===== src/vn3_lerp.sv =====
`timescale 1ns / 1ps
`default_nettype none

// Two-stage lerp: |b-a|*w registered, then a +/- (product >> W_BITS).
module vn3_lerp #(
  parameter int unsigned VAL_BITS = 16,
  parameter int unsigned W_BITS   = 16
) (
  input  logic                clk_i,
  input  logic                en_i,
  input  logic [VAL_BITS-1:0] a_i,
  input  logic [VAL_BITS-1:0] b_i,
  input  logic [W_BITS-1:0]   w_i,
  output logic [VAL_BITS-1:0] r_o
);

  localparam int unsigned PROD_W = VAL_BITS + W_BITS;

  logic                up;
  logic [VAL_BITS-1:0] diff;
  logic [PROD_W-1:0]   prod_d, prod_q;
  logic [VAL_BITS-1:0] base_q;
  logic                up_q;
  logic [VAL_BITS-1:0] step;
  logic [VAL_BITS-1:0] r_d, r_q;

  always_comb begin
    up     = (b_i >= a_i);
    diff   = up ? (b_i - a_i) : (a_i - b_i);
    prod_d = PROD_W'(diff) * PROD_W'(w_i);
    step   = prod_q[PROD_W-1:W_BITS];
    r_d    = up_q ? (base_q + step) : (base_q - step);
  end

  always_ff @(posedge clk_i) begin
    if (en_i) begin
      prod_q <= prod_d;
      base_q <= a_i;
      up_q   <= up;
      r_q    <= r_d;
    end
  end

  assign r_o = r_q;

endmodule

`default_nettype wire


===== config.mk =====
export PLATFORM = sky130hd
export DESIGN_NAME = vn3_lerp
export DESIGN_NICKNAME = d
export VERILOG_FILES = /design/src/vn3_lerp.sv
export SDC_FILE = /design/constraint.sdc
export NUM_CORES = 1
export LEC_CHECK = 0
export BUFFER_PORTS_ARGS = -buffer_cell sky130_fd_sc_hd__buf_4
export CAP_MARGIN = 20
export CORE_MARGIN = 4
export CORE_UTILIZATION = 40
export CTS_CLUSTER_DIAMETER = 120
export DETAILED_ROUTE_END_ITERATION = 8
export HOLD_SLACK_MARGIN = 0.06
export PLACE_DENSITY_LB_ADDON = 0.15
export SYNTH_ARGS = -nofsm -noshare
export SYNTH_HDL_FRONTEND = slang
export SYNTH_SLANG_ARGS = --single-unit

===== constraint.sdc =====
create_clock -name clk_i -period 13.5 [get_ports clk_i]
set_input_delay 2.025 -clock clk_i [delete_from_list [all_inputs] [get_ports clk_i]]
set_output_delay 2.025 -clock clk_i [all_outputs]
set_load 0.05 [all_outputs]

==> flow_summary_export.csv, run 1 <==
group,metric,value,unit
run_status,status,"completed",
synthesis,ys_warn_count,0,
critical_path,path_buf_inv,7,
timing,holdWs,0.570,ns
critical_path,critical_path.slowest_cell,"nor3_4",
synthesis,seq_area_frac_synth,11.9,%
synthesis,ys_types,57,
cells_and_area,diodes,0,
timing,worst_pin_slew,1.04,ns
drt,routed_wl,30900,microns
timing,finalSetupViolCount,0,
drt,wl_per_cell,17.1,microns
synthesis,syn_area_per_cell,9.00,sq um
floorplanning,dieArea,33800,sq um
clocking,cts_buffers,5,
clocking,h-tree-depth,2,
critical_path,cp_data_arrival_time,11.57,ns
synthesis,synthArstFlopShare,0,%
timing,rsz0062_at_grt,"no",
cells_and_area,area_delta_synth_final,8.59,%
job,maxCapViolCount,0,
floorplanning,boundaryPins,66,
grt,grt.total_usage,18.7,%
timing,skew,0.00810,ns
drt,drtIter0Drc,457,
worst_hold_path,min_path_type,"flop to flop",
clocking,ctsHoldBuffers,0,
synthesis,synth.area.top_cells,"fa_1 (32%), ha_1 (15%), edfxtp_1 (12%)",
grt,grt_pass1_wl,51200,microns
critical_path,start_kind,"input pin",
grt,grt_pass1_vias,9599,
cells_and_area,nNetsFinal,1803,
critical_path,cp-startpoint,"a_i[0]",
synthesis,ys_ff_latch,49,
critical_path,cp-end-kind,"flop",
drt,num_vias,9271,
clocking,cts.sinks,49,
timing,worst_slew_margin_rel,30.4,%
synthesis,syn_inst,1375,
drt,dr.pass1.iters,9,
clocking,clock-root-buffer,"clkbuf_16",
drt,drc,0,
grt,antenna_found_initial,1,
critical_path,critPathMostFrequentCell,"fa_1",
floorplanning,fp.dieH,184,microns
drt,antenna_left,0,
timing,fmax,0.0867,GHz
synthesis,synth_top_area_cell,"fa_1",
clocking,clk_latency,0.30,ns
place,hpwl,24400,microns
timing,slew_violations,0,
clocking,clk_pin_slew,0.07,ns
floorplanning,initial_core_util,40.4,%
synthesis,syn_area,12400,sq um
critical_path,critPathMaxFanout,18,
synthesis,postSynthNetCount,1769,
synthesis,ys.flop_type,"edfxtp_1",
clocking,cts_setup_buffers,0,
place,numPortBuffers,65,
timing,finalCriticalPeriod,11.53,ns
critical_path,worstSetupPathType,"input pin to flop",
critical_path,cp_slowest_stage_delay,0.64,ns
worst_hold_path,hp-start,"base_q[0]",
grt,grt_start_max_net_pins,50,
critical_path,crit_family,"adder cells",
synthesis,synth.top_cell.area_share,31.7,%
timing,fin_crit_sh,85.4,%
clocking,cts_tree,"built",
cells_and_area,fin_cells,1806,
timing,tns,0,ns
place,dp.cells,1798,
floorplanning,core_area,30600,sq um
clocking,cts_buffer_depth,2,
floorplanning,rows,64,
grt,grt_overflow,0,
clocking,cts-resized-gates,0,
timing,hold_viol,0,
synthesis,synth_edf_count,49,
cells_and_area,nFillCells,3050,
drt,viasPerCell,5.13,
place,gp_congestion,0.830,
critical_path,critical_path_required,13.55,ns
cells_and_area,drive_gt1_share,7.87,%
critical_path,r2r-start,"prod_q[18]",
floorplanning,fp.dieW,184,microns
==> per-stage QoR <==
step | cell area, sq um | util (%) | setup slack [ns]
after detailed placement | 13300 | 43.4 | 1.73
after CTS | 13400 | 43.9 | 2.00
after global placement | 13300 | 43.4 | 1.85
final | 13400 | 43.9 | 1.97
after floorplan | 12400 | - | 3.41
after global routing | 13400 | 43.9 | 1.35
==> final cells by class <==
class / count / area [sq um] / area share, %
clock inverters: 3 / 20.0 / 0.149
repair buffers: 76 / 571 / 4.25
clock buffers: 5 / 125 / 0.931
well taps: 396 / 495 / 3.69
flip-flops and latches: 49 / 1470 / 11.0
multi-input cells: 1005 / 9730 / 72.4
inverters: 272 / 1020 / 7.60
==> cells in the final DEF, fill, tap and decap left out, types with 5 or more instances in the layout <==
| master | n |
|---|---|
| fa_1 | 196 |
| ha_1 | 148 |
| and2_1 | 95 |
| o21a_1 | 7 |
| a21boi_0 | 5 |
| or3_1 | 5 |
| o21bai_1 | 7 |
| nand3_1 | 25 |
| edfxtp_1 | 49 |
| mux2i_1 | 14 |
| nand4_1 | 5 |
| nand2_1 | 159 |
| and3_1 | 11 |
| nor3_1 | 9 |
| nand2b_1 | 25 |
| xnor2_1 | 26 |
| mux2_2 | 10 |
| inv_1 | 271 |
| nor2_1 | 39 |
| xor2_1 | 22 |
| o21ai_0 | 33 |
| a31oi_1 | 10 |
| nor2b_1 | 16 |
| clkbuf_16 | 5 |
| buf_4 | 76 |
| a21o_1 | 36 |
| a21oi_1 | 47 |
| a211oi_1 | 7 |
==> worst paths after layout <==
check	to	slack (ns)	depth (start not counted)
setup / recovery	prod_q[24]	1.97	34
hold reg to reg	r_o[0]	0.57	1
setup reg to reg	r_o[15]	9.29	11
hold / removal	r_o[0]	0.57	1
==> worst register-to-register path, stage by stage, from the launching register on <==
cell	delay, ns
edfxtp_1	0.45
nor2_1	0.18
nor4b_1	0.75
a21oi_1	0.18
xor2_1	0.31
ha_1	0.34
and3_1	0.20
a21oi_1	0.10
o21ai_0	0.14
o41ai_1	0.56
o21ai_0	0.36
a311o_1	0.42
==> routing by layer <==
| layer | GRT usage (%) | routed length (microns) | vias to the layer above |
|---|---|---|---|
| met5 | 0 | 0 | - |
| met4 | 3.40 | 470 | 0 |
| met3 | 1.05 | 1070 | 31 |
| met2 | 31.2 | 14400 | 175 |
| met1 | 27.3 | 14900 | 4650 |
| li1 | - | - | 4415 |
==> flip-flops by register name, indices dropped and copies added, names as in the netlist <==
register and count:
base_q 16, prod_q 16, r_o 16, up_q 1
==> cells by family (layout without fill, tap and decap cells) <==
kind of cell	count (synthesis)	count (layout)	synth area share, %
adder cells (fa/ha/maj)	344	344	46.7
flip-flops	49	49	11.9
buffers and inverters	321	356	9.88
AO/OA/AOI/OAI	180	180	9.51
AND/OR/NAND/NOR	404	404	16.2
multiplexers	24	24	2.04
XOR/XNOR	53	53	3.75
==> cell usage after synthesis, types with 2 or more instances <==
cell type / instances
and3_1: 11
o21ai_0: 33
nand2b_1: 25
mux2i_1: 14
and2_1: 95
nor4_1: 3
a21boi_0: 5
mux2_2: 10
a221oi_1: 2
o31ai_1: 3
nor2b_1: 16
or2_2: 3
o22ai_1: 2
clkbuf_1: 40
a311o_1: 2
nor2_1: 40
xnor2_1: 28
nand4_1: 5
o21bai_1: 7
fa_1: 196
nand3b_1: 3
nand2_1: 159
ha_1: 148
a31o_2: 3
buf_2: 8
inv_1: 271
nand3_1: 25
or3_1: 5
a21o_1: 36
a21oi_1: 47
a211oi_1: 8
a31oi_1: 10
o311ai_0: 2
nor3_1: 9
edfxtp_1: 49
xor2_1: 25
o21a_1: 7
Power of run 1 is left out: the tool's default activity adds up to more than one toggle a clock period on the data nets, which glitch-free logic cannot reach.
==> inputs of run 2 (changes only) <==
- CTS_CLUSTER_DIAMETER: 120 -> unset
- PLACE_DENSITY: unset -> 0.65
- PLACE_DENSITY_LB_ADDON: 0.15 -> unset
==> run 2 against run 1 <==
Setup slack worse by 0.0011 ns. Clock skew is 0.0029 ns lower. Register-to-register slack better by 0.18 ns. Die area stayed put. Critical path type unchanged. Critical endpoint is now prod_q[31]. Highest routed layer unchanged.
==> flow_summary_export.csv, run 2 (same netlist as run 1, synthesis figures left out) <==
group,metric,value,unit
floorplanning,rows,64,
clocking,cts_tree,"built",
clocking,h-tree-depth,2,
floorplanning,core_area,30600,sq um
critical_path,critical_path.slowest_cell,"nor3_4",
cells_and_area,nFillCells,2976,
timing,rsz0062_at_grt,"no",
clocking,clock-root-buffer,"clkbuf_16",
drt,num_vias,9446,
place,dpl_cell_area,13300,sq um
critical_path,critPathMaxFanout,34,
critical_path,path_buf_inv,6,
clocking,clk_pin_slew,0.07,ns
run_status,status,"completed",
floorplanning,fp.dieW,184,microns
drt,antenna_left,0,
grt,grt.total_usage,17.9,%
drt,wl_per_cell,16.6,microns
timing,finalSetupViolCount,0,
timing,fmax,0.0867,GHz
drt,dr.pass1.iters,5,
clocking,ctsHoldBuffers,0,
cells_and_area,nNetsFinal,1803,
worst_hold_path,min_path_type,"flop to flop",
critical_path,cp_slowest_stage_delay,0.68,ns
cells_and_area,fin_cells,1807,
floorplanning,initial_core_util,40.4,%
timing,fin_crit_sh,85.4,%
cells_and_area,drive_gt1_share,7.87,%
timing,slew_violations,0,
drt,drtIter0Drc,623,
floorplanning,boundaryPins,66,
critical_path,crit_family,"adder cells",
clocking,cts.sinks,49,
job,maxCapViolCount,0,
critical_path,cp_data_arrival_time,11.57,ns
timing,skew,0.00519,ns
critical_path,critical_path_required,13.54,ns
critical_path,start_kind,"input pin",
timing,tns,0,ns
clocking,cts-resized-gates,0,
timing,worst_slew_margin_rel,33.4,%
clocking,cts_setup_buffers,0,
clocking,cts_buffer_depth,2,
cells_and_area,final_cell_mix,"inv_1 (271), fa_1 (196), nand2_1 (159)",
critical_path,cp-end-kind,"flop",
critical_path,worstSetupPathType,"input pin to flop",
place,gp_congestion,0.894,
grt,grt_start_max_net_pins,50,
timing,finalCriticalPeriod,11.53,ns
place,dp.cells,1798,
cells_and_area,area_delta_synth_final,8.59,%
clocking,clk_latency,0.29,ns
cells_and_area,layout_commonest_cell,"inv_1",
grt,grt_overflow,0,
cells_and_area,fin_area,13400,sq um
timing,hold_viol,0,
grt,antenna_found_initial,0,
grt,grt_pass1_wl,49600,microns
floorplanning,dieArea,33800,sq um
floorplanning,fp.dieH,184,microns
grt,grt_pass1_vias,9821,
timing,worst_pin_slew,0.994,ns
timing,holdWs,0.555,ns
drt,drc,0,
drt,routed_wl,30000,microns
place,numPortBuffers,65,
clocking,cts_buffers,5,
drt,viasPerCell,5.23,
place,hpwl,24100,microns
critical_path,critPathMostFrequentCell,"fa_1",
run 2: cell count changes in the layout (fill, tap and decap cells not counted), sizes merged:
cell	previous run	this run
diode	0	1
clkinvlp	1	0
clkbuf	5	6
run 2: metrics by stage:
stage | worst slack (ns) | util (%)
finish | 1.97 | 43.9
global route | 1.40 | 43.9
CTS | 2.03 | 43.9
detailed placement | 1.75 | 43.4
global placement | 1.93 | 43.4
floorplan | 3.41 | -
run 2: worst paths after layout:
check | start | endpoint | slack, ns | cells after the start
setup / recovery | a_i[15] | prod_q[31] | 1.97 | 32
hold / removal | base_q[0] | r_o[0] | 0.55 | 1
setup reg to reg | prod_q[18] | r_o[15] | 9.47 | 11
hold reg to reg | base_q[0] | r_o[0] | 0.55 | 1
run 2: metal layers:
metal | vias up | track usage [%] | wire, microns
met1 | 4771 | 24.5 | 13600
met4 | 0 | 3.82 | 476
met3 | 35 | 2.06 | 1380
met5 | - | 0 | 0
met2 | 235 | 30.9 | 14600
li1 | 4405 | - | -
run 2: layout make-up:
class                      instances  area [sq um]  share of cell area (%)
sequential                        49          1470                    11.0
multi-input combinational       1005          9730                    72.4
antenna                            1          2.50                  0.0186
inverter                         272          1020                    7.60
timing repair buffer              76           571                    4.25
clock inverter                     2          13.8                   0.102
clock buffer                       6           129                   0.959
tap                              396           495                    3.69
Power of run 2 is left out for the same reason.
