==> src/vn3_pkg.sv <==
`timescale 1ns / 1ps
`default_nettype none

package vn3_pkg;

  localparam int unsigned COORD_W     = 32;
  localparam int unsigned NUM_AXES    = 3;
  localparam int unsigned NUM_CORNERS = 8;
  localparam int unsigned IN_TDATA_W  = NUM_AXES * COORD_W;

  // input reg, coord mults, hash (3), x/y/z blends (2 each)
  localparam int unsigned NUM_STAGES  = 11;

  // per-axis lattice mix multipliers: x, y, z
  localparam logic [COORD_W-1:0] MIX_C [NUM_AXES] = '{
    32'h8da6_b343,
    32'hd816_3841,
    32'hcb1a_b31f
  };

  localparam logic [COORD_W-1:0] AVAL_MUL = 32'h7feb_352d;
  localparam int unsigned        SHIFT_A  = 13;
  localparam int unsigned        SHIFT_B  = 15;

endpackage

`default_nettype wire

==> src/vn3_hash.sv <==
`timescale 1ns / 1ps
`default_nettype none

// Corner hash tail: xor of premultiplied coords, avalanche, top bits out.
module vn3_hash import vn3_pkg::*; #(
  parameter int unsigned OUT_BITS = 16
) (
  input  logic                clk_i,
  input  logic                en_i,
  input  logic [COORD_W-1:0]  px_i,
  input  logic [COORD_W-1:0]  py_i,
  input  logic [COORD_W-1:0]  pz_i,
  output logic [OUT_BITS-1:0] corner_o
);

  logic [COORD_W-1:0]  mix_d, mix_q;
  logic [COORD_W-1:0]  aval_d, aval_q;
  logic [COORD_W-1:0]  fold;
  logic [OUT_BITS-1:0] corner_q;

  always_comb begin
    mix_d  = px_i ^ py_i ^ pz_i;
    mix_d  = mix_d ^ (mix_d >> SHIFT_A);
    aval_d = mix_q * AVAL_MUL;
    fold   = aval_q ^ (aval_q >> SHIFT_B);
  end

  always_ff @(posedge clk_i) begin
    if (en_i) begin
      mix_q    <= mix_d;
      aval_q   <= aval_d;
      corner_q <= fold[COORD_W-1 -: OUT_BITS];
    end
  end

  assign corner_o = corner_q;

endmodule

`default_nettype wire

==> config.mk <==
export PLATFORM = sky130hd
export DESIGN_NAME = vn3_hash
export DESIGN_NICKNAME = d
export VERILOG_FILES = /design/src/vn3_pkg.sv /design/src/vn3_hash.sv
export SDC_FILE = /design/constraint.sdc
export NUM_CORES = 1
export LEC_CHECK = 0
export BUFFER_PORTS_ARGS = -buffer_cell sky130_fd_sc_hd__clkbuf_2
export CAP_MARGIN = 20
export CORE_ASPECT_RATIO = 1.1
export CORE_MARGIN = 2
export CORE_UTILIZATION = 35
export DETAILED_ROUTE_END_ITERATION = 10
export GPL_ROUTABILITY_DRIVEN = 0
export SYNTH_ARGS = -nofsm -noshare
export SYNTH_HDL_FRONTEND = slang
export SYNTH_SLANG_ARGS = --single-unit
==> constraint.sdc <==
create_clock -name clk_i -period 15.1 [get_ports clk_i]
set_input_delay 0.755 -clock clk_i [delete_from_list [all_inputs] [get_ports clk_i]]
set_output_delay 0.755 -clock clk_i [all_outputs]
set_load 0.05 [all_outputs]
==> results.cfg, run 1 <==
[critical_path]
crit_slowest_cell = edfxtp_1
critPathLaunchType = flop
critPathKind = reg2reg
reg2reg_to = aval_q[30]
reg2reg_depth = 20
crit_family = adder cells
end_kind = flop
worst_ep_required_time_ns = 15.22
worstReg2RegStart = mix_q[9]
max_stage_delay_ns = 0.72
cp.arrival_ns = 6.70
r2r_slack_ns = 8.52
cp_num_cells = 20
crit_buf_inv = 4
crit_top_cell = fa_1
cp_max_fo = 9
worstPathCellList = ha_1, fa_1, inv_1, fa_1, fa_1, inv_1, fa_1, fa_1, fa_1, inv_1, fa_1, inv_1, ha_1, nand4_1, nor2_1, a21oi_2, o221ai_2, or3b_1, a31o_1, xor2_1

[timing]
final-max-slew-violation-count = 0
period_share_pct = 43.6
setup_slack_ns = 8.52
fin_setup_tns_ns = 0
hold_viol = 0
final.min_clock_period_ns = 6.58
finClkSkew_ns = 0.0169
fmax_ghz = 0.152
rsz0062_at_grt = no
setup_viol = 0
slew_headroom_pct = 41.4
tightest_slew_ns = 0.879

[cells_and_area]
fin_nets = 1596
antenna_cells = 0
drive_gt1_share_pct = 12.2
layout_commonest_cell = inv_1
final_cell_mix = 295 x inv_1, 198 x fa_1, 185 x ha_1
nFillCells = 3141
area_delta_synth_final_pct = 12.2

[yosys]
synth_edf_count = 64
synth_nets = 1473
yosysSeqAreaShare_pct = 17.1
ys_seq_elements = 64
syn_inst = 992
async_flop_share_pct = 0
ys_types = 39
netlist_area_um2 = 11200
ys.flop_type = edfxtp_1
yosys_warnings = 0
synth.avg_cell_area_um2 = 11.3

[job]
maxCapViolations = 0

[drt]
drt-initial-drc-count = 284
ant_nets = 0
vias_per_cell = 4.50
wl_met1_mm = 10.5
drc = 0
wl_met2_mm = 13.0
wire_per_inst_um = 16.6
wirelength_mm = 25.5
top_layer = met4
num_vias = 6928
wl_met3_um = 981
firstDrtPassIters = 4

[clock_network]
cts_buffer_depth = 2
post_cts_resized = 0
cts_tree = built
cts_root_buffer = clkbuf_16
hold_buffers = 0
cts-buffers-inserted = 9
clk_pin_slew_ns = 0.07
cts_max_level = 3
numClockSinks = 64
clock_latency_ns = 0.36
cts_setup_buffers = 0

[min_path]
hold_depth = 0
hold_start = aval_q[21]
min_to = corner_o[5]
holdCritPathClass = reg2reg

[global_routing]
antenna_found_initial = 0
grt_pass1_vias = 7441
grt_max_degree = 65
grt_pass1_wl_mm = 40.3
grt_usage_pct = 16.3
overflow = 0

[placed_design]
port_buffers = 113
place_hpwl_mm = 22.9
place_ws_ns = 8.49

[outcome]
status = finished clean

[floorplanning]
initial_core_util_pct = 35.7
die_w_um = 175
core_area_um2 = 31500
num_io_pins = 114
die-area_um2 = 33500
die_y_um = 192
rows = 68
-- sequential cells by signal, summed over array words and instances, names as in the netlist --
name,flops
aval_q,16
corner_o,16
mix_q,32
-- worst max path at each step --
stage | startpoint | end | slack (ns)
CTS | mix_q[9] | aval_q[30] | 8.48
floorplan | mix_q[14] | aval_q[30] | 8.92
finish | mix_q[9] | aval_q[30] | 8.52
global placement | mix_q[9] | aval_q[30] | 8.51
global route | mix_q[9] | aval_q[30] | 8.29
detailed placement | mix_q[9] | aval_q[30] | 8.49
-- synthesized netlist by cell type (2+ instances only) --
| cell | number | share of area (%) |
|---|---|---|
| buf_6 | 2 | 0.20 |
| ha_1 | 185 | 21 |
| nand2b_1 | 4 | 0.22 |
| a31oi_1 | 5 | 0.28 |
| nand2_1 | 17 | 0.57 |
| nor2_1 | 2 | 0.067 |
| o21ai_0 | 5 | 0.22 |
| and2_1 | 2 | 0.11 |
| nand4_1 | 4 | 0.22 |
| and3_1 | 3 | 0.17 |
| nor3_1 | 5 | 0.22 |
| xnor2_1 | 116 | 9.0 |
| a21oi_1 | 14 | 0.62 |
| xor2_1 | 28 | 2.2 |
| a211oi_1 | 3 | 0.20 |
| a21o_1 | 10 | 0.67 |
| o21bai_1 | 2 | 0.13 |
| o21ai_1 | 8 | 0.36 |
| inv_1 | 295 | 9.9 |
| edfxtp_1 | 64 | 17 |
| o211ai_1 | 2 | 0.13 |
| fa_1 | 198 | 35 |
| a21oi_2 | 2 | 0.16 |
-- kinds of logic after synthesis --
kind of cell               count (synthesis)  share of synthesized area, %
AOI/OAI and AO/OA                         59                          3.52
xor gates and xnor gates                 144                          11.2
adders and majority gates                383                          55.9
buffers and inverters                    299                          10.2
DFF                                       64                          17.1
muxes                                      1                        0.0891
and+or+nand+nor                           42                          1.93
-- metrics by stage --
stage / cell area, µm² / hold WS (ns) / std cells / util (%)
floorplan: 11200 / 0.400 / 992 / -
global placement: 12300 / 0.403 / 1524 / 39.1
detailed placement: 12300 / 0.405 / 1524 / 39.1
CTS: 12600 / 0.417 / 1540 / 40.0
global route: 12600 / 0.421 / 1540 / 40.0
finish: 12600 / 0.414 / 1540 / 40.0
-- routing by layer --
layer	vias to the layer above	track usage (%)
li1	3289	-
met3	43	2.41
met1	3437	20.0
met4	0	7.53
met5	-	0
met2	159	28.2
-- area by class of cell --
type	count	area, µm²	share of cell area [%]
clock inverters	7	62.6	0.496
clock buffers	9	225	1.79
multi-input cells	629	8160	64.8
flip-flops and latches	64	1920	15.3
inverters	296	1120	8.93
well taps	420	526	4.17
repair buffers	115	581	4.61
-- worst reg2reg max path, cell delays in order, from the launching register on --
cell      delay, ns
edfxtp_1       0.72
ha_1           0.38
fa_1           0.52
inv_1          0.06
fa_1           0.45
fa_1           0.46
inv_1          0.08
fa_1           0.43
fa_1           0.45
fa_1           0.51
inv_1          0.05
fa_1           0.47
inv_1          0.04
ha_1           0.39
nand4_1        0.22
nor2_1         0.08
a21oi_2        0.14
o221ai_2       0.14
or3b_1         0.39
a31o_1         0.22
xor2_1         0.14
Power of run 1 is left out: the tool's default activity adds up to more than one toggle a clock period on the data nets, which glitch-free logic cannot reach.
==> inputs of run 2 (changes only) <==
==> constraint.sdc (replaced) <==
create_clock -name clk_i -period 6 [get_ports clk_i]
set_input_delay 0.3 -clock clk_i [delete_from_list [all_inputs] [get_ports clk_i]]
set_output_delay 0.3 -clock clk_i [all_outputs]
set_load 0.05 [all_outputs]
==> run 2 against run 1 <==
  * Sequential cell count did not move
  * The run now ends with setup timing left
  * Non-clock buffer count is 135 higher
  * Wire length increased by 6.4%
  * Critical endpoint unchanged
  * Register-to-register slack got worse by 8.6 ns
  * Cell area rose by 13%
  * Critical path depth stayed put
  * Count of clock-buffer cells in the layout unchanged
  * Worst setup slack lost 8.6 ns
  * First-iteration DRC count grew 2.5%
  * Utilization is 5.0 points higher
==> results.cfg, run 2 (synthesized netlist as in run 1, its figures left out) <==
[clock_network]
cts_max_level = 3
clock_latency_ns = 0.36
cts-buffers-inserted = 9
cts_root_buffer = clkbuf_16
hold_buffers = 0
clk_pin_slew_ns = 0.07
numClockSinks = 64
cts_buffer_depth = 2
cts_tree = built

[drt]
firstDrtPassIters = 5
drc = 0
vias_per_cell = 4.46
wire_per_inst_um = 16.2
ant_nets = 0
num_vias = 7468
drt-initial-drc-count = 291
wirelength_mm = 27.2

[placed_design]
port_buffers = 113
place_hpwl_mm = 23.8

[critical_path]
startpoint = mix_q[3]
max_stage_delay_ns = 0.58
worstReg2RegStart = mix_q[3]
crit_buf_inv = 6
crit_slowest_cell = fa_2
cp_max_fo = 3
crit_family = adder cells
critPathKind = reg2reg
crit_path_end = aval_q[30]
r2r_slack_ns = -0.05
end_kind = flop
reg2reg_depth = 20
worst_ep_required_time_ns = 6.12
cp_num_cells = 20
critPathLaunchType = flop
cp.arrival_ns = 6.17
reg2reg_to = aval_q[30]
worstPathCellList = buf_4, buf_4, inv_1, fa_2, inv_1, ha_1, inv_1, fa_1, fa_1, fa_2, fa_1, fa_1, fa_1, inv_2, ha_4, a21o_2, a21oi_2, or3b_1, a31o_1, xor2_1
crit_top_cell = fa_1

[min_path]
holdCritPathClass = in2reg

[floorplanning]
die_w_um = 175
num_io_pins = 114
die_y_um = 192
die-area_um2 = 33500
core_area_um2 = 31500
rows = 68
initial_core_util_pct = 35.7

[global_routing]
grt_usage_pct = 16.9
antenna_found_initial = 0
grt_pass1_vias = 8064
overflow = 0
grt_max_degree = 65
grt_pass1_wl_mm = 42.4

[cells_and_area]
regMostFlops = mix_q
drive_gt1_share_pct = 28.3
antenna_cells = 0
regArea_um2 = 1920
nFillCells = 3007
fin_nets = 1731
final_core_util_pct = 45.0
largest_reg_flops = 32
final_cell_mix = 284 x inv_1, 180 x fa_1, 158 x ha_1
multiInputGateArea_um2 = 8620
layout_commonest_cell = inv_1
area_delta_synth_final_pct = 26.2

[job]
maxCapViolations = 0

[timing]
fmax_ghz = 0.165
period_share_pct = 101
setup_slack_ns = -0.0503
tightest_slew_ns = 0.891
rsz0062_at_grt = yes
finClkSkew_ns = 0.0142
slew_headroom_pct = 40.6
final-max-slew-violation-count = 0
final.min_clock_period_ns = 6.05
setup_viol = 1
hold_viol = 0

[outcome]
status = complete, but fails checks
violations = setup timing
run 2: changes by cell type in the layout (fill, tap and decap cells not counted), moves of 12 or more:
| cell | previous run | this run |
|---|---|---|
| fa_1 | 198 | 180 |
| buf_6 | 0 | 12 |
| ha_4 | 0 | 22 |
| fa_2 | 0 | 18 |
| ha_1 | 185 | 158 |
| buf_4 | 2 | 125 |
run 2: routing by layer:
metal / share of wire [%] / wire (µm) / vias up / global-route usage [%]
met5: 0 / 0 / - / 0
met4: 3.2 / 873 / 0 / 6.35
met3: 3.7 / 1000 / 37 / 2.36
met2: 52 / 14200 / 164 / 30.4
met1: 41 / 11100 / 3707 / 20.6
li1: - / - / 3560 / -
run 2: cell type report:
class | instances | area share, %
Sequential cell | 64 | 13.6
Tap cell | 420 | 3.71
Clock buffer | 9 | 1.59
Clock inverter | 7 | 0.838
Timing Repair Buffer | 250 | 11.6
Inverter | 296 | 7.95
Multi-Input combinational cell | 629 | 60.8
run 2: worst min path at each step:
stage	start	endpoint	slack (ns)	cells past startpoint
global route	py_i[19]	mix_q[19]	0.30	2
CTS	py_i[20]	mix_q[20]	0.28	2
finish	py_i[20]	mix_q[20]	0.29	2
global placement	aval_q[19]	corner_o[3]	0.40	0
detailed placement	aval_q[26]	corner_o[10]	0.41	0
floorplan	aval_q[26]	corner_o[10]	0.40	0
run 2: timing repair:
item	CTS	global route
buffers inserted	12	13
gates resized for setup	27	72
pin swaps	34	57
endpoints found under the setup margin	6	12
run 2: per-stage QoR:
step / setup TNS [ns] / hold slack (ns) / setup WS, ns / std cells / instance area [µm²]
6_report: -0.0503 / 0.286 / -0.0503 / 1675 / 14200
5_1_grt: -0.776 / 0.297 / -0.210 / 1675 / 14200
4_1_cts: -0.108 / 0.280 / -0.0634 / 1662 / 13700
3_5_place_dp: -0.755 / 0.405 / -0.244 / 1634 / 13200
3_3_place_gp: -0.367 / 0.404 / -0.198 / 1634 / 13200
2_1_floorplan: -0.0855 / 0.400 / -0.0855 / 992 / 11200
run 2: worst register-to-register path: cells and delay by family (launching register included):
family	cells	cell delay (ns)
adders and majority gates	9	3.79
buffers and inverters	6	0.58
AOI/OAI and AO/OA	3	0.52
DFF	1	0.42
and+or+nand+nor	1	0.35
xor gates and xnor gates	1	0.13
Power of run 2 is left out for the same reason.
==> inputs of run 3 (changes only) <==
--- a/config.mk
+++ b/config.mk
@@ -8,7 +8,6 @@
 export BUFFER_PORTS_ARGS = -buffer_cell sky130_fd_sc_hd__clkbuf_2
 export CAP_MARGIN = 20
 export CORE_ASPECT_RATIO = 1.1
-export CORE_MARGIN = 2
 export CORE_UTILIZATION = 35
 export DETAILED_ROUTE_END_ITERATION = 10
 export GPL_ROUTABILITY_DRIVEN = 0
==> constraint.sdc (replaced) <==
create_clock -name clk_i -period 5.6 [get_ports clk_i]
set_input_delay 0.28 -clock clk_i [delete_from_list [all_inputs] [get_ports clk_i]]
set_output_delay 0.28 -clock clk_i [all_outputs]
set_load 0.05 [all_outputs]
==> run 3 against run 2 <==
  * The flow still finishes with violations (setup timing)
  * Worst hold slack got worse by 0.014 ns
  * Via count rose by 2.2%
  * Utilization rose by 1.4 points
  * Fmax fell by 0.48%
  * Worst setup slack got worse by 0.43 ns
  * Largest cell class unchanged
  * Highest routed layer unchanged
==> results.cfg, run 3 (synthesized netlist as in run 1, its figures left out) <==
[outcome]
status = complete, but fails checks
violations = setup timing

[floorplanning]
die_y_um = 190
die_w_um = 173
rows = 68
die-area_um2 = 32800
num_io_pins = 114
core_area_um2 = 31500
initial_core_util_pct = 35.7

[critical_path]
critPathKind = reg2reg
startpoint = mix_q[10]
reg2reg_to = aval_q[30]
worst_ep_required_time_ns = 5.71
end_kind = flop
reg2reg_depth = 17
cp_max_fo = 5
critPathLaunchType = flop
crit_path_end = aval_q[30]
worstReg2RegStart = mix_q[10]
cp.arrival_ns = 6.19
r2r_slack_ns = -0.48

[timing]
timing.hold.ws_ns = 0.272
setup_viol = 15
slew_headroom_pct = 41.9
tightest_slew_ns = 0.871
fmax_ghz = 0.164
hold_viol = 0
period_share_pct = 109
final-max-slew-violation-count = 0
rsz0062_at_grt = yes
setup_slack_ns = -0.480
finClkSkew_ns = 0.00982
final.min_clock_period_ns = 6.08

[global_routing]
grt_pass1_wl_mm = 43.8
grt_usage_pct = 17.7
grt_max_degree = 65
grt_pass1_vias = 8386
overflow = 0
antenna_found_initial = 0

[clock_network]
clock_latency_ns = 0.35
numClockSinks = 64
cts_tree = built
cts-buffers-inserted = 9
clk_pin_slew_ns = 0.07
cts_root_buffer = clkbuf_16
cts_max_level = 3
cts_buffer_depth = 2

[drt]
drt-initial-drc-count = 261
ant_nets = 0
wire_per_inst_um = 16.0
firstDrtPassIters = 4
num_vias = 7635
wirelength_mm = 27.8
vias_per_cell = 4.41
drc = 0

[placed_design]
place_hpwl_mm = 24.1
port_buffers = 113

[cells_and_area]
final_core_util_pct = 46.4
antenna_cells = 0
drive_gt1_share_pct = 32.1
layout_commonest_cell = inv_1
largest_reg_flops = 32
regMostFlops = mix_q
final_cell_mix = 273 x inv_1, 177 x fa_1, 176 x buf_4
fin_nets = 1789
area_delta_synth_final_pct = 30.0

[min_path]
holdCritPathClass = in2reg

[job]
maxCapViolations = 0
-- run 3: per-layer routing --
metal / part of all wire [%] / global-route usage (%) / wire (µm)
met4: 3.9 / 7.32 / 1080
met5: 0 / 0 / 0
met3: 3.5 / 2.88 / 960
met2: 52 / 32.2 / 14400
met1: 41 / 20.7 / 11300
-- run 3: worst min-delay path by stage --
stage	startpoint	end	cells after the start	slack [ns]
after global routing	py_i[24]	mix_q[24]	2	0.27
after global placement	aval_q[21]	corner_o[5]	0	0.40
after detailed placement	aval_q[17]	corner_o[1]	0	0.40
final	py_i[19]	mix_q[19]	2	0.27
after CTS	py_i[19]	mix_q[19]	2	0.27
after floorplan	en_i	aval_q[16]	0	0.39
-- run 3: worst max-delay path, cell delays in order (launching register included) --
cell and delay [ns]:
edfxtp_1 0.49, buf_4 0.18, ha_1 0.30, inv_1 0.06, fa_1 0.49, fa_1 0.54
fa_1 0.45, fa_1 0.57, fa_1 0.44, fa_1 0.49, fa_1 0.54, inv_2 0.05
ha_4 0.21, a21o_2 0.22, a21oi_2 0.13, or3b_1 0.36, a31o_1 0.19, xor2_1 0.14
-- run 3: per-stage QoR --
stage | instances | setup slack [ns] | area [µm²] | TNS [ns]
floorplan | 992 | -0.485 | 11300 | -1.18
global placement | 1674 | -0.582 | 13500 | -4.64
detailed placement | 1674 | -0.651 | 13500 | -5.09
CTS | 1721 | -0.473 | 14500 | -2.94
global route | 1733 | -0.663 | 14600 | -6.30
finish | 1733 | -0.480 | 14600 | -2.94
-- run 3: what timing repair did --
| action | in CTS | in global routing |
|---|---|---|
| cloned | 0 | 0 |
| hold buffers | 0 | 0 |
| resized for setup | 90 | 20 |
| endpoints found under the setup margin | 15 | 16 |
| setup buffers | 31 | 13 |
| pin swaps | 63 | 33 |
-- run 3: cell type report --
class                   instances  area, µm²
flip-flops and latches         64       1920
well taps                     420        526
multi-input cells             629       8610
clock buffers                   9        225
clock inverters                 7       96.3
fillers                      2925      16900
inverters                     296       1120
repair buffers                308       2100
Power of run 3 is left out for the same reason.
